File: config.mk
export PLATFORM = sky130hd
export DESIGN_NAME = telemetry_frame_builder_crc8
export DESIGN_NICKNAME = d
export VERILOG_FILES = /design/src/hw/rtl/tfb_pkg.sv /design/src/hw/rtl/tfb_crc8.sv /design/src/hw/rtl/telemetry_frame_builder_crc8.sv
export SDC_FILE = /design/constraint.sdc
export NUM_CORES = 1
export LEC_CHECK = 0
export BUFFER_PORTS_ARGS = -buffer_cell sky130_fd_sc_hd__buf_4
export CAP_MARGIN = 20
export CORE_MARGIN = 3
export CORE_UTILIZATION = 41
export DETAILED_ROUTE_END_ITERATION = 12
export HOLD_SLACK_MARGIN = 0.12
export REMOVE_ABC_BUFFERS = 1
export SYNTH_ARGS = -nofsm -noshare
export SYNTH_HDL_FRONTEND = slang
export SYNTH_SLANG_ARGS = --single-unit
File: constraint.sdc
create_clock -name clk -period 3.4 [get_ports clk]
set_clock_uncertainty 0.1 [all_clocks]
set_input_delay 0.34 -clock clk [delete_from_list [all_inputs] [get_ports clk]]
set_output_delay 0.34 -clock clk [all_outputs]
set_load 0.05 [all_outputs]
File: src/hw/rtl/tfb_pkg.sv
package tfb_pkg;

  // Frame constants.
  localparam logic [7:0] LEN_BATTERY    = 8'd10;
  localparam logic [7:0] LEN_HEARTBEAT  = 8'd4;
  localparam logic [7:0] TYPE_BATTERY   = 8'h08;
  localparam logic [7:0] TYPE_HEARTBEAT = 8'h0B;
  localparam logic [7:0] CRC_POLY       = 8'hD5;
  localparam logic [7:0] ADDR_RESET     = 8'hC8;

  // Frame kinds as carried on the request's tuser bit.
  localparam logic KIND_BATTERY   = 1'b0;
  localparam logic KIND_HEARTBEAT = 1'b1;

  // Program layout.
  localparam int STEP_W = 4;
  localparam logic [STEP_W-1:0] STEP_ENTRY   = 4'd0;
  localparam logic [STEP_W-1:0] STEP_BAT_CRC = 4'd11;
  localparam logic [STEP_W-1:0] STEP_HB      = 4'd12;
  localparam logic [STEP_W-1:0] STEP_HB_CRC  = 4'd14;

  // Byte source chosen by a control word.
  typedef enum logic [3:0] {
    SEL_ADDR,
    SEL_LEN,
    SEL_TYPE,
    SEL_V_HI,
    SEL_V_LO,
    SEL_I_HI,
    SEL_I_LO,
    SEL_C_HI,
    SEL_C_MID,
    SEL_C_LO,
    SEL_PCT,
    SEL_ZERO,
    SEL_CRC
  } byte_sel_t;

  // One microcode word.
  typedef struct packed {
    byte_sel_t         sel;
    logic              crc_en;
    logic              last;
    logic              jump_hb;
    logic [STEP_W-1:0] target;
  } ctl_word_t;

  // Control to the CRC unit.
  typedef struct packed {
    logic clr;
    logic en;
  } crc_ctl_t;

  // The program. Battery frames run straight from the entry to the battery CRC step;
  // heartbeat frames branch after the type byte.
  function automatic ctl_word_t microcode(input logic [STEP_W-1:0] step);
    ctl_word_t w;
    w = '{sel: SEL_ZERO, crc_en: 1'b0, last: 1'b0, jump_hb: 1'b0, target: STEP_ENTRY};
    unique case (step)
      4'd0:  w.sel = SEL_ADDR;
      4'd1:  w.sel = SEL_LEN;
      4'd2:  w = '{sel: SEL_TYPE, crc_en: 1'b1, last: 1'b0, jump_hb: 1'b1, target: STEP_HB};
      4'd3:  w = '{sel: SEL_V_HI, crc_en: 1'b1, last: 1'b0, jump_hb: 1'b0, target: STEP_ENTRY};
      4'd4:  w = '{sel: SEL_V_LO, crc_en: 1'b1, last: 1'b0, jump_hb: 1'b0, target: STEP_ENTRY};
      4'd5:  w = '{sel: SEL_I_HI, crc_en: 1'b1, last: 1'b0, jump_hb: 1'b0, target: STEP_ENTRY};
      4'd6:  w = '{sel: SEL_I_LO, crc_en: 1'b1, last: 1'b0, jump_hb: 1'b0, target: STEP_ENTRY};
      4'd7:  w = '{sel: SEL_C_HI, crc_en: 1'b1, last: 1'b0, jump_hb: 1'b0, target: STEP_ENTRY};
      4'd8:  w = '{sel: SEL_C_MID, crc_en: 1'b1, last: 1'b0, jump_hb: 1'b0, target: STEP_ENTRY};
      4'd9:  w = '{sel: SEL_C_LO, crc_en: 1'b1, last: 1'b0, jump_hb: 1'b0, target: STEP_ENTRY};
      4'd10: w = '{sel: SEL_PCT, crc_en: 1'b1, last: 1'b0, jump_hb: 1'b0, target: STEP_ENTRY};
      4'd11: w = '{sel: SEL_CRC, crc_en: 1'b0, last: 1'b1, jump_hb: 1'b0, target: STEP_ENTRY};
      4'd12: w = '{sel: SEL_ZERO, crc_en: 1'b1, last: 1'b0, jump_hb: 1'b0, target: STEP_ENTRY};
      4'd13: w = '{sel: SEL_ADDR, crc_en: 1'b1, last: 1'b0, jump_hb: 1'b0, target: STEP_ENTRY};
      4'd14: w = '{sel: SEL_CRC, crc_en: 1'b0, last: 1'b1, jump_hb: 1'b0, target: STEP_ENTRY};
      default: w.last = 1'b1;
    endcase
    return w;
  endfunction

  // One byte through the CRC-8, MSB first, no reflection.
  function automatic logic [7:0] crc8_byte(input logic [7:0] crc, input logic [7:0] data);
    logic [7:0] c;
    c = crc ^ data;
    for (int b = 0; b < 8; b++) begin
      if (c[7]) begin
        c = {c[6:0], 1'b0} ^ CRC_POLY;
      end else begin
        c = {c[6:0], 1'b0};
      end
    end
    return c;
  endfunction

endpackage

File: src/hw/rtl/tfb_crc8.sv
module tfb_crc8
  import tfb_pkg::*;
(
  input  logic       clk,
  input  logic       rst_n,
  input  crc_ctl_t   ctl,
  input  logic [7:0] data,
  output logic [7:0] crc
);

  logic [7:0] crc_r;
  logic [7:0] crc_nxt;

  // Clear at frame start, otherwise fold in each covered byte as it leaves.
  always_comb begin
    priority if (ctl.clr) begin
      crc_nxt = 8'h00;
    end else if (ctl.en) begin
      crc_nxt = crc8_byte(crc_r, data);
    end else begin
      crc_nxt = crc_r;
    end
  end

  always_ff @(posedge clk) begin
    if (!rst_n) begin
      crc_r <= 8'h00;
    end else begin
      crc_r <= crc_nxt;
    end
  end

  assign crc = crc_r;

endmodule

File: src/hw/rtl/telemetry_frame_builder_crc8.sv
// Telemetry frame builder with CRC-8 (polynomial 0xD5, initial value 0).
// A request beat on the in_ channel names the frame kind on in_tuser and carries the
// battery readings on in_tdata. The block then sends the frame one byte per beat on
// the out_ channel: address, length, type, big-endian payload and the CRC byte, which
// covers the type byte and the payload and is marked by out_tlast. Battery frames are
// 12 bytes, heartbeat frames 6 bytes.
// The cfg_ channel writes the address byte; it is always ready and should only be used
// between frames.
// The microcode step counter issues one byte per cycle when the receiver never stalls.
// The next request is taken in the cycle the CRC byte is issued. The first byte is
// issued from the registered request and step counter, and reaches out_tdata through
// the output register.
// Reset clears the sequencer and out_tvalid and sets the address to 0xC8.
// When the receiver stalls, the held byte stays on the output and the step counter
// waits; no request is accepted until the current frame's last byte is issued.
module telemetry_frame_builder_crc8
  import tfb_pkg::*;
(
  input  logic        clk,
  input  logic        rst_n,
  // Configuration.
  input  logic        cfg_valid,
  output logic        cfg_ready,
  input  logic [7:0]  cfg_data,
  // Requests.
  input  logic        in_tvalid,
  output logic        in_tready,
  input  logic        in_tuser,     // opcode
  input  logic [63:0] in_tdata,     // volt[15:0], curr[31:16],
                                    // cap_used[55:32], charge_left[63:56]
  // Frame bytes.
  output logic        out_tvalid,
  input  logic        out_tready,
  output logic [7:0]  out_tdata,    // out_byte
  output logic        out_tlast     // last
);

  logic [7:0]        addr_r;
  logic              busy_r;
  logic [STEP_W-1:0] step_r;
  logic [STEP_W-1:0] step_nxt;
  logic              kind_r;
  logic [63:0]       item_r;
  logic              out_tvalid_r;
  logic [7:0]        out_tdata_r;
  logic              out_tlast_r;

  ctl_word_t         cw;
  logic              emit;
  logic              in_accept;
  logic [7:0]        byte_val;
  logic [7:0]        crc_val;
  crc_ctl_t          crc_ctl;

  // Address register.
  assign cfg_ready = 1'b1;

  always_ff @(posedge clk) begin
    if (!rst_n) begin
      addr_r <= ADDR_RESET;
    end else if (cfg_valid && cfg_ready) begin
      addr_r <= cfg_data;
    end
  end

  // Control word of the current step; a byte is issued when the output register is free.
  assign cw        = microcode(step_r);
  assign emit      = busy_r && (!out_tvalid_r || out_tready);
  assign in_tready = !busy_r || (emit && cw.last);
  assign in_accept = in_tvalid && in_tready;

  // Byte source selection.
  always_comb begin
    unique case (cw.sel)
      SEL_ADDR:  byte_val = addr_r;
      SEL_LEN:   byte_val = (kind_r == KIND_HEARTBEAT) ? LEN_HEARTBEAT : LEN_BATTERY;
      SEL_TYPE:  byte_val = (kind_r == KIND_HEARTBEAT) ? TYPE_HEARTBEAT : TYPE_BATTERY;
      SEL_V_HI:  byte_val = item_r[15:8];
      SEL_V_LO:  byte_val = item_r[7:0];
      SEL_I_HI:  byte_val = item_r[31:24];
      SEL_I_LO:  byte_val = item_r[23:16];
      SEL_C_HI:  byte_val = item_r[55:48];
      SEL_C_MID: byte_val = item_r[47:40];
      SEL_C_LO:  byte_val = item_r[39:32];
      SEL_PCT:   byte_val = item_r[63:56];
      SEL_ZERO:  byte_val = 8'h00;
      SEL_CRC:   byte_val = crc_val;
      default:   byte_val = 8'h00;
    endcase
  end

  // Next step: a heartbeat branches after the type byte, otherwise fall through.
  always_comb begin
    if (cw.jump_hb && (kind_r == KIND_HEARTBEAT)) begin
      step_nxt = cw.target;
    end else begin
      step_nxt = step_r + 1'b1;
    end
  end

  // CRC unit: cleared by a new request, fed with each covered byte as it is issued.
  assign crc_ctl.clr = in_accept;
  assign crc_ctl.en  = emit && cw.crc_en;

  tfb_crc8 u_crc (
    .clk   (clk),
    .rst_n (rst_n),
    .ctl   (crc_ctl),
    .data  (byte_val),
    .crc   (crc_val)
  );

  // Sequencer state and request register.
  always_ff @(posedge clk) begin
    if (!rst_n) begin
      busy_r <= 1'b0;
      step_r <= STEP_ENTRY;
    end else if (in_accept) begin
      busy_r <= 1'b1;
      step_r <= STEP_ENTRY;
    end else if (emit) begin
      busy_r <= !cw.last;
      step_r <= step_nxt;
    end
  end

  always_ff @(posedge clk) begin
    if (in_accept) begin
      kind_r <= in_tuser;
      item_r <= in_tdata;
    end
  end

  // Output register.
  always_ff @(posedge clk) begin
    if (!rst_n) begin
      out_tvalid_r <= 1'b0;
    end else if (emit) begin
      out_tvalid_r <= 1'b1;
    end else if (out_tready) begin
      out_tvalid_r <= 1'b0;
    end
  end

  always_ff @(posedge clk) begin
    if (emit) begin
      out_tdata_r <= byte_val;
      out_tlast_r <= cw.last;
    end
  end

  assign out_tvalid = out_tvalid_r;
  assign out_tdata  = out_tdata_r;
  assign out_tlast  = out_tlast_r;

  // The frame ends exactly at the CRC step of its own kind.
  a_last_step: assert property (@(posedge clk) disable iff (!rst_n)
    (emit && cw.last) |->
      ((kind_r == KIND_HEARTBEAT) ? (step_r == STEP_HB_CRC) : (step_r == STEP_BAT_CRC)))
    else $error("frame ended at the wrong step");

  // The step counter never runs past the program.
  a_step_range: assert property (@(posedge clk) disable iff (!rst_n)
    busy_r |-> (step_r <= STEP_HB_CRC))
    else $error("step counter outside the program");

  // A new request always starts at the entry step with the CRC cleared.
  a_start: assert property (@(posedge clk) disable iff (!rst_n)
    in_accept |=> (busy_r && (step_r == STEP_ENTRY) && (crc_val == 8'h00)))
    else $error("frame did not start cleanly");

  // Once the last byte goes out with no new request, the sequencer is idle.
  a_idle: assert property (@(posedge clk) disable iff (!rst_n)
    (emit && cw.last && !in_accept) |=> !busy_r)
    else $error("sequencer still busy after last byte");

endmodule
==> results.cfg, run 1 <==
[outcome]
status = finished with violations
failed_checks = negative setup slack

[global_routing]
grt-ovfl-total = 0
grt.total_usage = 0.2170
grt_pass1_vias = 4119
grt_pass1_wl_um = 21740
grt_max_degree = 29
antenna_found_initial = 0

[final_layout]
final_nets = 684
area_delta_synth_final_pct = 53.37
antenna_cells = 0
finalInstanceArea_um2 = 7238
layout-drive-gt1-share = 0.3927

[synthesis]
ys_types = 83
yosys.area.top_type = edfxtp_1
yosysTopAreaCellShare = 0.4708
synth.area.top_cells = edfxtp_1 (47%), dfxtp_1 (9.3%), nand2_1 (2.6%), mux2i_1 (2.3%), xnor2_1 (1.9%)
async_flop_share = 0
syn_inst = 380
postSynthAreaPerCell_um2 = 12.42
yosysWarnings = 0
syn_area_um2 = 4720
ys.flop_type = edfxtp_1
ys_top_cells_by_count = edfxtp_1 (74), nand2_1 (33), dfxtp_1 (22)
synth.most_common_cell = edfxtp_1
seq_area_frac_synth = 0.5642
ys_ff_latch = 96
synth_edf_count = 74

[pwr]
ir_drop_mv = 0.3257
clkPwrFrac = 0.328
cell_internal_pwr_mw = 2.243
p_seq_frac = 0.447
power_mw = 3.068
p_leak_nw = 2.865
switching_share = 0.2688
powerDensity_nw_per_um2 = 423.8
p_comb_frac = 0.225
power_switching_mw = 0.8245

[clock_network]
cts_root_buffer = clkbuf_16
numCtsBuffers = 9
insertion_delay_ps = 340
clockBufferDepth = 2
cts_tree = done
cts_max_level = 3
clk_pin_slew_ps = 70
cts.sinks = 96

[placement]
post-dp-hpwl_um = 9132
place_area_um2 = 5912
gp_congestion = 0.8803
portBuffers = 88

[sta]
hold_viol = 0
slew_violations = 0
fin_crit_sh = 1.010
setup_tns_ps = -32.65
fmax_mhz = 291.3
worst_pin_slew_ps = 498.7
rsz0062_at_grt = true
fin_crit_ps = 3433
final-setup-viol-count = 1
slew_headroom = 0.6668
setup_slack_ps = -32.65

[routing]
drtPass1Iterations = 6
num_vias = 3988
routed_via_density = 5.346
wl_um = 13740
drtIter0Drc = 264
drc = 0
postRouteAntennaNets = 0
wl_per_cell_um = 18.42

[critical_path]
crit_fanout = 7
cpMaxStageDelayCell = o211ai_1
endpoint_kind = flop
crit_required_ps = 3560
crit_chain = buf_6, ha_4, or2b_1, o32a_2, nor2_4, a222oi_1, o211ai_1, mux2i_1, buf_4, xnor2_2, buf_4, mux2i_1, nand4b_1, o22ai_1
cp-start-kind = flop
cp.arrival_ps = 3590
worstSetupPathType = reg -> reg
slowest_delay_ps = 400

[floorplan]
die_y_um = 113.3
initial_utilization = 0.4279
dieArea_um2 = 12830
core_area_um2 = 11030
die_w_um = 113.3
boundaryPins = 90
rows = 38

[min_path]
hold_path_class = in -> reg

[run]
maxCapViolations = 0
stage by stage:
stage	setup slack, ps	cells	util	hold slack, ps
global placement	-146.6	647	0.5360	368.4
detailed placement	-172.1	647	0.5360	377.9
floorplan	-1237	359	-	301.9
global route	-140.5	746	0.6562	136.9
finish	-32.65	746	0.6562	129.9
CTS	2.034	734	0.6337	120.1
state kept, by name, summed over array words and instances (netlist names):
name        flops
u_crc.crc       8
out_tvalid      1
busy_r          1
step_r          4
out_tdata       8
addr_r          8
out_tlast       1
item_r         64
kind_r          1
cell families after synthesis:
kind of cell,synth area share
buf+inv,0.03314
other cells,0.0007946
compound gates,0.1705
xor+xnor,0.05408
mux,0.02572
simple gates,0.1384
flops,0.5642
fa+ha+maj,0.01326
routing by layer:
metal,up-vias,wire (µm),track usage
met2,127,7051,0.3685
li1,1913,-,-
met3,15,730,0.04332
met1,1933,5828,0.2872
met5,-,0,0
met4,0,131,0.05128
area by class of cell:
class	count	area (µm²)
sequential	96	2673
clock buffer	9	225.2
timing repair buffer	231	1947
tap	140	175.2
multi-input combinational	253	2103
inverter	10	42.54
clock inverter	7	72.57
fill	804	3792
cell usage in the layout, fill, tap and decap left out, drive strengths merged, types with 4 or more instances in the layout:
cell / synthesis / layout
dlygate4sd3: 0 / 67
a31o: 4 / 4
nand2: 34 / 34
mux2i: 11 / 11
nor2: 20 / 20
a22oi: 11 / 11
a222oi: 5 / 5
or3: 5 / 5
a221oi: 4 / 4
a211oi: 5 / 5
buf: 14 / 163
dfxtp: 22 / 22
a21o: 6 / 6
inv: 10 / 14
nor2b: 11 / 11
xnor2: 12 / 12
nor3: 8 / 8
edfxtp: 74 / 74
and2: 6 / 6
ha: 5 / 5
a32oi: 4 / 4
o21ai: 5 / 5
xor2: 4 / 4
a22o: 7 / 7
clkbuf: 7 / 10
a21oi: 11 / 11
o211ai: 4 / 4
nand3: 12 / 12
power by group through the flow:
stage	sequential (mW)	clock [mW]	combinational [mW]
floorplan	1.42	0	0.293
global placement	1.40	0	0.546
detailed placement	1.40	0	0.554
CTS	1.37	1.02	0.639
global route	1.38	1.08	0.735
finish	1.37	1.01	0.690
final timing paths:
path | start | end | slack [ps] | cells past startpoint
hold / removal | cfg_data[3] | addr_r[3]$_SDFFE_PN1P_ | 130 | 3
hold reg to reg | busy_r$_SDFFE_PN0P_ | out_tvalid$_SDFFE_PN0P_ | 390 | 1
setup / recovery | step_r[1]$_SDFFE_PP0P_ | u_crc.crc[6]$_SDFFE_PP0P_ | -30 | 14
setup reg to reg | step_r[1]$_SDFFE_PP0P_ | u_crc.crc[6]$_SDFFE_PP0P_ | -30 | 14
worst max-delay path, delay by kind of cell (launching register included):
| kind | cells | cell delay, ps |
|---|---|---|
| fa+ha+maj | 1 | 150 |
| flops | 1 | 390 |
| xor+xnor | 1 | 110 |
| mux | 2 | 600 |
| buf+inv | 3 | 480 |
| compound gates | 4 | 950 |
| simple gates | 3 | 570 |
what timing repair did:
action,CTS,global route
setup buffers,4,12
hold buffers,67,0
endpoints found under the hold margin,67,0
pin swaps,5,14
setup endpoints to repair,8,8
resized for setup,17,34
Power figures use the tool's default switching activity.
==> inputs of run 2 (changes only) <==
--- a/config.mk
+++ b/config.mk
@@ -5,6 +5,7 @@
 export SDC_FILE = /design/constraint.sdc
 export NUM_CORES = 1
 export LEC_CHECK = 0
+export ABC_AREA = 1
 export BUFFER_PORTS_ARGS = -buffer_cell sky130_fd_sc_hd__buf_4
 export CAP_MARGIN = 20
 export CORE_MARGIN = 3
@@ -14,4 +15,5 @@
 export REMOVE_ABC_BUFFERS = 1
 export SYNTH_ARGS = -nofsm -noshare
 export SYNTH_HDL_FRONTEND = slang
+export SYNTH_HIERARCHICAL = 1
 export SYNTH_SLANG_ARGS = --single-unit
==> constraint.sdc (replaced) <==
create_clock -name clk -period 3.3 [get_ports clk]
set_clock_uncertainty 0.1 [all_clocks]
set_input_delay 0.33 -clock clk [delete_from_list [all_inputs] [get_ports clk]]
set_output_delay 0.33 -clock clk [all_outputs]
set_load 0.05 [all_outputs]
==> results.cfg, run 2 <==
[pwr]
ir_drop_mv = 0.3473
powerDensity_nw_per_um2 = 524.4
p_leak_nw = 3.505
power_mw = 4.089

[synthesis]
ys_types = 36
ys_top_cells_by_count = nand2_1 (167), edfxtp_1 (74), nor2_1 (58)
ys_ff_latch = 96
synth.most_common_cell = nand2_1
ys.flop_type = edfxtp_1
seq_area_frac_synth = 0.5412
yosysTopAreaCellShare = 0.4517
async_flop_share = 0
yosysWarnings = 6
syn_inst = 551
synth.area.top_cells = edfxtp_1 (45%), nand2_1 (13%), dfxtp_1 (9.0%), nand3_1 (4.9%), nor2_1 (4.4%)
syn_area_um2 = 4920
synth_edf_count = 74
postSynthAreaPerCell_um2 = 8.929
yosys.area.top_type = edfxtp_1

[routing]
wl_per_cell_um = 14.97
wl_um = 13940
drtIter0Drc = 295
highest_layer = met4
num_vias = 4485
drc = 0
drtPass1Iterations = 4
routed_via_density = 4.817
dr_wl_met2_um = 7209
routed-wl-met3_um = 482
postRouteAntennaNets = 0
drt-met1-wl_um = 5927

[final_layout]
layout_commonest_cell = buf_4
mostFrequentLayoutCells = buf_4 (154), nand2_1 (149), edfxtp_1 (74), dlygate4sd3_1 (71), nor2_1 (47)
final_nets = 866
antenna_cells = 0
post-route-util = 0.6742
largest_register_ffs = 64
area_delta_synth_final_pct = 58.49
stdcell_count = 931
layout-drive-gt1-share = 0.3871
largest-register = item_r

[clock_network]
cts_max_level = 3
clockBufferDepth = 2
insertion_delay_ps = 350
clk_pin_slew_ps = 70
cts_root_buffer = clkbuf_16
cts_tree = done
cts.sinks = 96
numCtsBuffers = 9

[critical_path]
crit_fanout = 6
cp_num_buf_inv = 10
cp.arrival_ps = 3680
endpoint_kind = flop
crit_required_ps = 3450
cpMaxStageDelayCell = dfxtp_4
cp_common_cell = nand2_1
crit_family = simple AND/OR/NAND/NOR gates
cp-start-kind = flop
slowest_delay_ps = 410
worstSetupPathType = reg -> reg

[run]
maxCapViolations = 0

[placement]
dp_cells = 832
gp_congestion = 0.8705
portBuffers = 88
post-dp-hpwl_um = 9057

[sta]
rsz0062_at_grt = true
setup_slack_ps = -234.0
worst_pin_slew_ps = 531.1
hold_viol = 0
slew_violations = 0
worst_hold_slack_ps = 132.2
fmax_mhz = 283.0
final-setup-viol-count = 8
slew_headroom = 0.6455
fin_crit_ps = 3534
setup_tns_ps = -1511
fin_crit_sh = 1.071

[floorplan]
initial_utilization = 0.4254
die_y_um = 115.5
core_area_um2 = 11560
boundaryPins = 90
rows = 39
dieArea_um2 = 13350
die_w_um = 115.5

[global_routing]
grt_max_degree = 66
grt.total_usage = 0.2152
antenna_found_initial = 0
grt_pass1_vias = 4523
grt-ovfl-total = 0
grt_pass1_wl_um = 21990

[min_path]
hold_path_class = in -> reg

[outcome]
status = finished with violations
failed_checks = negative setup slack
-- run 2: cell count changes after synthesis, sizes merged, moves of 8 or more --
cell,delta
nor2b,-11
inv,+49
nand4,+10
nor2,+50
nand3,+44
mux2i,-11
xnor2,-8
a22oi,-10
o21ai,+9
nand2,+154
-- run 2: per-layer routing --
| metal | vias up | global-route usage |
|---|---|---|
| li1 | 2262 | - |
| met1 | 2098 | 0.2653 |
| met2 | 103 | 0.3765 |
| met3 | 22 | 0.03499 |
| met4 | 0 | 0.08685 |
| met5 | - | 0 |
-- run 2: worst paths after layout --
check                               from                   endpoint  slack (ps)  depth (start not counted)
setup reg to reg  step_r[0]$_SDFFE_PP0P_  u_crc/crc[0]$_SDFFE_PP0P_        -230                         31
setup / recovery  step_r[0]$_SDFFE_PP0P_  u_crc/crc[0]$_SDFFE_PP0P_        -230                         31
hold reg to reg   addr_r[0]$_SDFFE_PN0P_     addr_r[0]$_SDFFE_PN0P_         370                          2
hold / removal                 in_tvalid        busy_r$_SDFFE_PN0P_         130                          3
-- run 2: layout make-up --
class	count	area, µm²
clock buffer	10	229.0
clock inverter	6	97.59
fill	871	3767
inverter	60	237.7
multi-input combinational	386	2432
sequential	96	2673
tap	143	178.9
timing repair buffer	230	1949
-- run 2: logic make-up (layout without fill, tap and decap cells) --
kind of cell | after synthesis | after routing | share of synthesized area
buf+inv | 69 | 306 | 0.05595
xor+xnor | 15 | 15 | 0.02976
flops | 96 | 96 | 0.5412
simple gates | 331 | 331 | 0.3192
fa+ha+maj | 5 | 5 | 0.01272
other cells | 1 | 1 | 0.0007622
compound gates | 34 | 34 | 0.04044
-- run 2: tightest hold or removal path, delay by kind of cell --
kind	cells	cell delay, ps
AO/OA/AOI/OAI	1	60
buffers and inverters	2	150
-- run 2: through the flow --
| step | setup WS [ps] | cell area, µm² |
|---|---|---|
| after floorplan | -1632 | 4870 |
| after global placement | -389.1 | 6190 |
| after detailed placement | -422.5 | 6190 |
| after CTS | -126.9 | 7615 |
| after global routing | -452.5 | 7797 |
| final | -234.0 | 7797 |
-- run 2: power breakdown --
group,internal [mW],total [mW],switching (mW)
registers,1.39,1.41,0.0265
clock network,0.677,1.15,0.473
logic,0.686,1.53,0.840
-- run 2: timing repair --
item,CTS,global route
resized for setup,77,32
setup endpoints to repair,8,8
buffers inserted,8,5
hold endpoints to repair,71,0
pin swaps,29,25
hold buffers,71,0
==> inputs of run 3 (changes only) <==
--- a/config.mk
+++ b/config.mk
@@ -12,6 +12,7 @@
 export CORE_UTILIZATION = 41
 export DETAILED_ROUTE_END_ITERATION = 12
 export HOLD_SLACK_MARGIN = 0.12
+export PLACE_DENSITY = 0.68
 export REMOVE_ABC_BUFFERS = 1
 export SYNTH_ARGS = -nofsm -noshare
 export SYNTH_HDL_FRONTEND = slang
==> constraint.sdc (replaced) <==
create_clock -name clk -period 3.3 [get_ports clk]
set_clock_uncertainty 0.1 [all_clocks]
set_input_delay 0.33 -clock clk [delete_from_list [all_inputs] [get_ports clk]]
set_output_delay 0.33 -clock clk [all_outputs]
set_load 0.005 [all_outputs]
==> results.cfg, run 3 (same netlist as run 2, synthesis figures left out) <==
[final_layout]
antenna_cells = 0
multi_input_area_um2 = 2586
layout-drive-gt1-share = 0.4358
mostFrequentLayoutCells = buf_4 (158), nand2_1 (135), edfxtp_1 (74), dlygate4sd3_1 (72)
post-route-util = 0.6904
stdcell_count = 937
largest_register_ffs = 64
final_nets = 872
layout.area.seq_um2 = 2670
area_delta_synth_final_pct = 62.28
largest-register = item_r
nFillCells = 781
layout_commonest_cell = buf_4

[sta]
slew_headroom = 0.6639
worst_hold_slack_ps = 131.9
setup_slack_ps = -194.4
fin_crit_ps = 3494
hold_viol = 0
final-setup-viol-count = 8
worst_pin_slew_ps = 503.6
fmax_mhz = 286.2
fin_crit_sh = 1.059
rsz0062_at_grt = true
slew_violations = 0

[pwr]
power_mw = 4.037
p_leak_nw = 3.579
cell_internal_pwr_mw = 2.686
powerDensity_nw_per_um2 = 505.7
clkPwrFrac = 0.268
power_switching_mw = 1.352
p_comb_frac = 0.381
switching_share = 0.3348
ir_drop_mv = 0.3700
p_seq_frac = 0.351

[routing]
postRouteAntennaNets = 0
drtIter0Drc = 303
drc = 0
drtPass1Iterations = 7
routed_via_density = 5.035
wl_um = 15090
num_vias = 4718
wl_per_cell_um = 16.10

[critical_path]
timing.rr.start = step_r[1]$_SDFFE_PP0P_
regToRegSetupSlack_ps = -190
crit_required_ps = 3500
slowest_delay_ps = 430
worstSetupPathType = reg -> reg
endpoint_kind = flop
cpMaxStageDelayCell = dfxtp_4
cp_common_cell = nand2_4
ff2ff_path_depth = 31
r2r-end = u_crc/crc[0]$_SDFFE_PP0P_
cp.arrival_ps = 3690
crit_fanout = 7
cp-start-kind = flop

[floorplan]
initial_utilization = 0.4254
core_area_um2 = 11560
die_w_um = 115.5
rows = 39
boundaryPins = 90
die_y_um = 115.5
dieArea_um2 = 13350

[clock_network]
clk_pin_slew_ps = 70
numCtsBuffers = 9
cts_max_level = 3
cts_root_buffer = clkbuf_16
clockBufferDepth = 2
insertion_delay_ps = 360
cts_tree = done
cts.sinks = 96

[placement]
place_ws_ps = -494.6
dp_cells = 826
gp_congestion = 0.9324
post-dp-hpwl_um = 8990
portBuffers = 88

[global_routing]
grt_max_degree = 66
antenna_found_initial = 0
grt_pass1_wl_um = 23040
grt.total_usage = 0.2237
grt-ovfl-total = 0
grt_pass1_vias = 4788

[outcome]
status = finished with violations
failed_checks = negative setup slack

[min_path]
min_to = busy_r$_SDFFE_PN0P_
min-delay-start = in_tvalid
holdPathStages = 3
hold_path_class = in -> reg

[run]
maxCapViolations = 0
run 3: cell count changes in the layout (fill, tap and decap cells not counted), moves of 6 or more:
| cell | before | now |
|---|---|---|
| nand2_1 | 149 | 135 |
| nor2_1 | 47 | 34 |
| nor2_2 | 11 | 20 |
| nand2_2 | 24 | 31 |
| nand2_4 | 13 | 20 |
| nand3_4 | 7 | 14 |
| nand3_1 | 37 | 31 |
run 3: power groups by stage:
stage,registers [mW],clock network [mW],logic [mW]
CTS,1.42,1.09,1.26
floorplan,1.43,0,0.649
detailed placement,1.44,0,1.05
global placement,1.44,0,1.03
finish,1.42,1.08,1.54
global route,1.42,1.15,1.65
run 3: worst max-delay path by stage:
stage	end	start	cells after the start
after detailed placement	u_crc/crc[2]$_SDFFE_PP0P_	step_r[0]$_SDFFE_PP0P_	25
final	u_crc/crc[0]$_SDFFE_PP0P_	step_r[1]$_SDFFE_PP0P_	31
after CTS	u_crc/crc[0]$_SDFFE_PP0P_	step_r[0]$_SDFFE_PP0P_	31
after global placement	u_crc/crc[2]$_SDFFE_PP0P_	step_r[0]$_SDFFE_PP0P_	25
after floorplan	u_crc/crc[7]$_SDFFE_PP0P_	step_r[0]$_SDFFE_PP0P_	16
after global routing	u_crc/crc[6]$_SDFFE_PP0P_	step_r[1]$_SDFFE_PP0P_	32
run 3: final cells by class:
| type | count | area share |
|---|---|---|
| Clock inverter | 5 | 0.005642 |
| Inverter | 60 | 0.03103 |
| Multi-Input combinational cell | 386 | 0.3239 |
| Clock buffer | 11 | 0.03307 |
| Timing Repair Buffer | 236 | 0.2495 |
| Tap cell | 143 | 0.02241 |
| Sequential cell | 96 | 0.3344 |
run 3: critical path, delay by kind of cell (launching register included):
| kind | cells | cell delay, ps |
|---|---|---|
| adders and majority gates | 1 | 180 |
| buffers and inverters | 3 | 230 |
| DFF | 1 | 430 |
| and+or+nand+nor | 27 | 2470 |
run 3: metrics by stage:
step,TNS [ps],area (µm²)
2_1_floorplan,-24900,4870
3_3_place_gp,-2499,6132
3_5_place_dp,-3426,6132
4_1_cts,-161.5,7614
5_1_grt,-2595,7984
6_report,-1110,7984
run 3: what timing repair did:
item / in CTS / in global routing
buffers inserted: 10 / 13
endpoints found under the setup margin: 8 / 8
hold endpoints to repair: 72 / 0
cloned: 0 / 0
resized for setup: 92 / 72
hold buffers: 72 / 0
pin swaps: 29 / 61
run 3: routing by layer:
layer | part of all wire | track usage | up-vias
met5 | 0 | 0 | -
met4 | 0.028 | 0.09390 | 0
met3 | 0.058 | 0.05065 | 31
met2 | 0.51 | 0.3827 | 171
met1 | 0.40 | 0.2725 | 2250
li1 | - | - | 2266
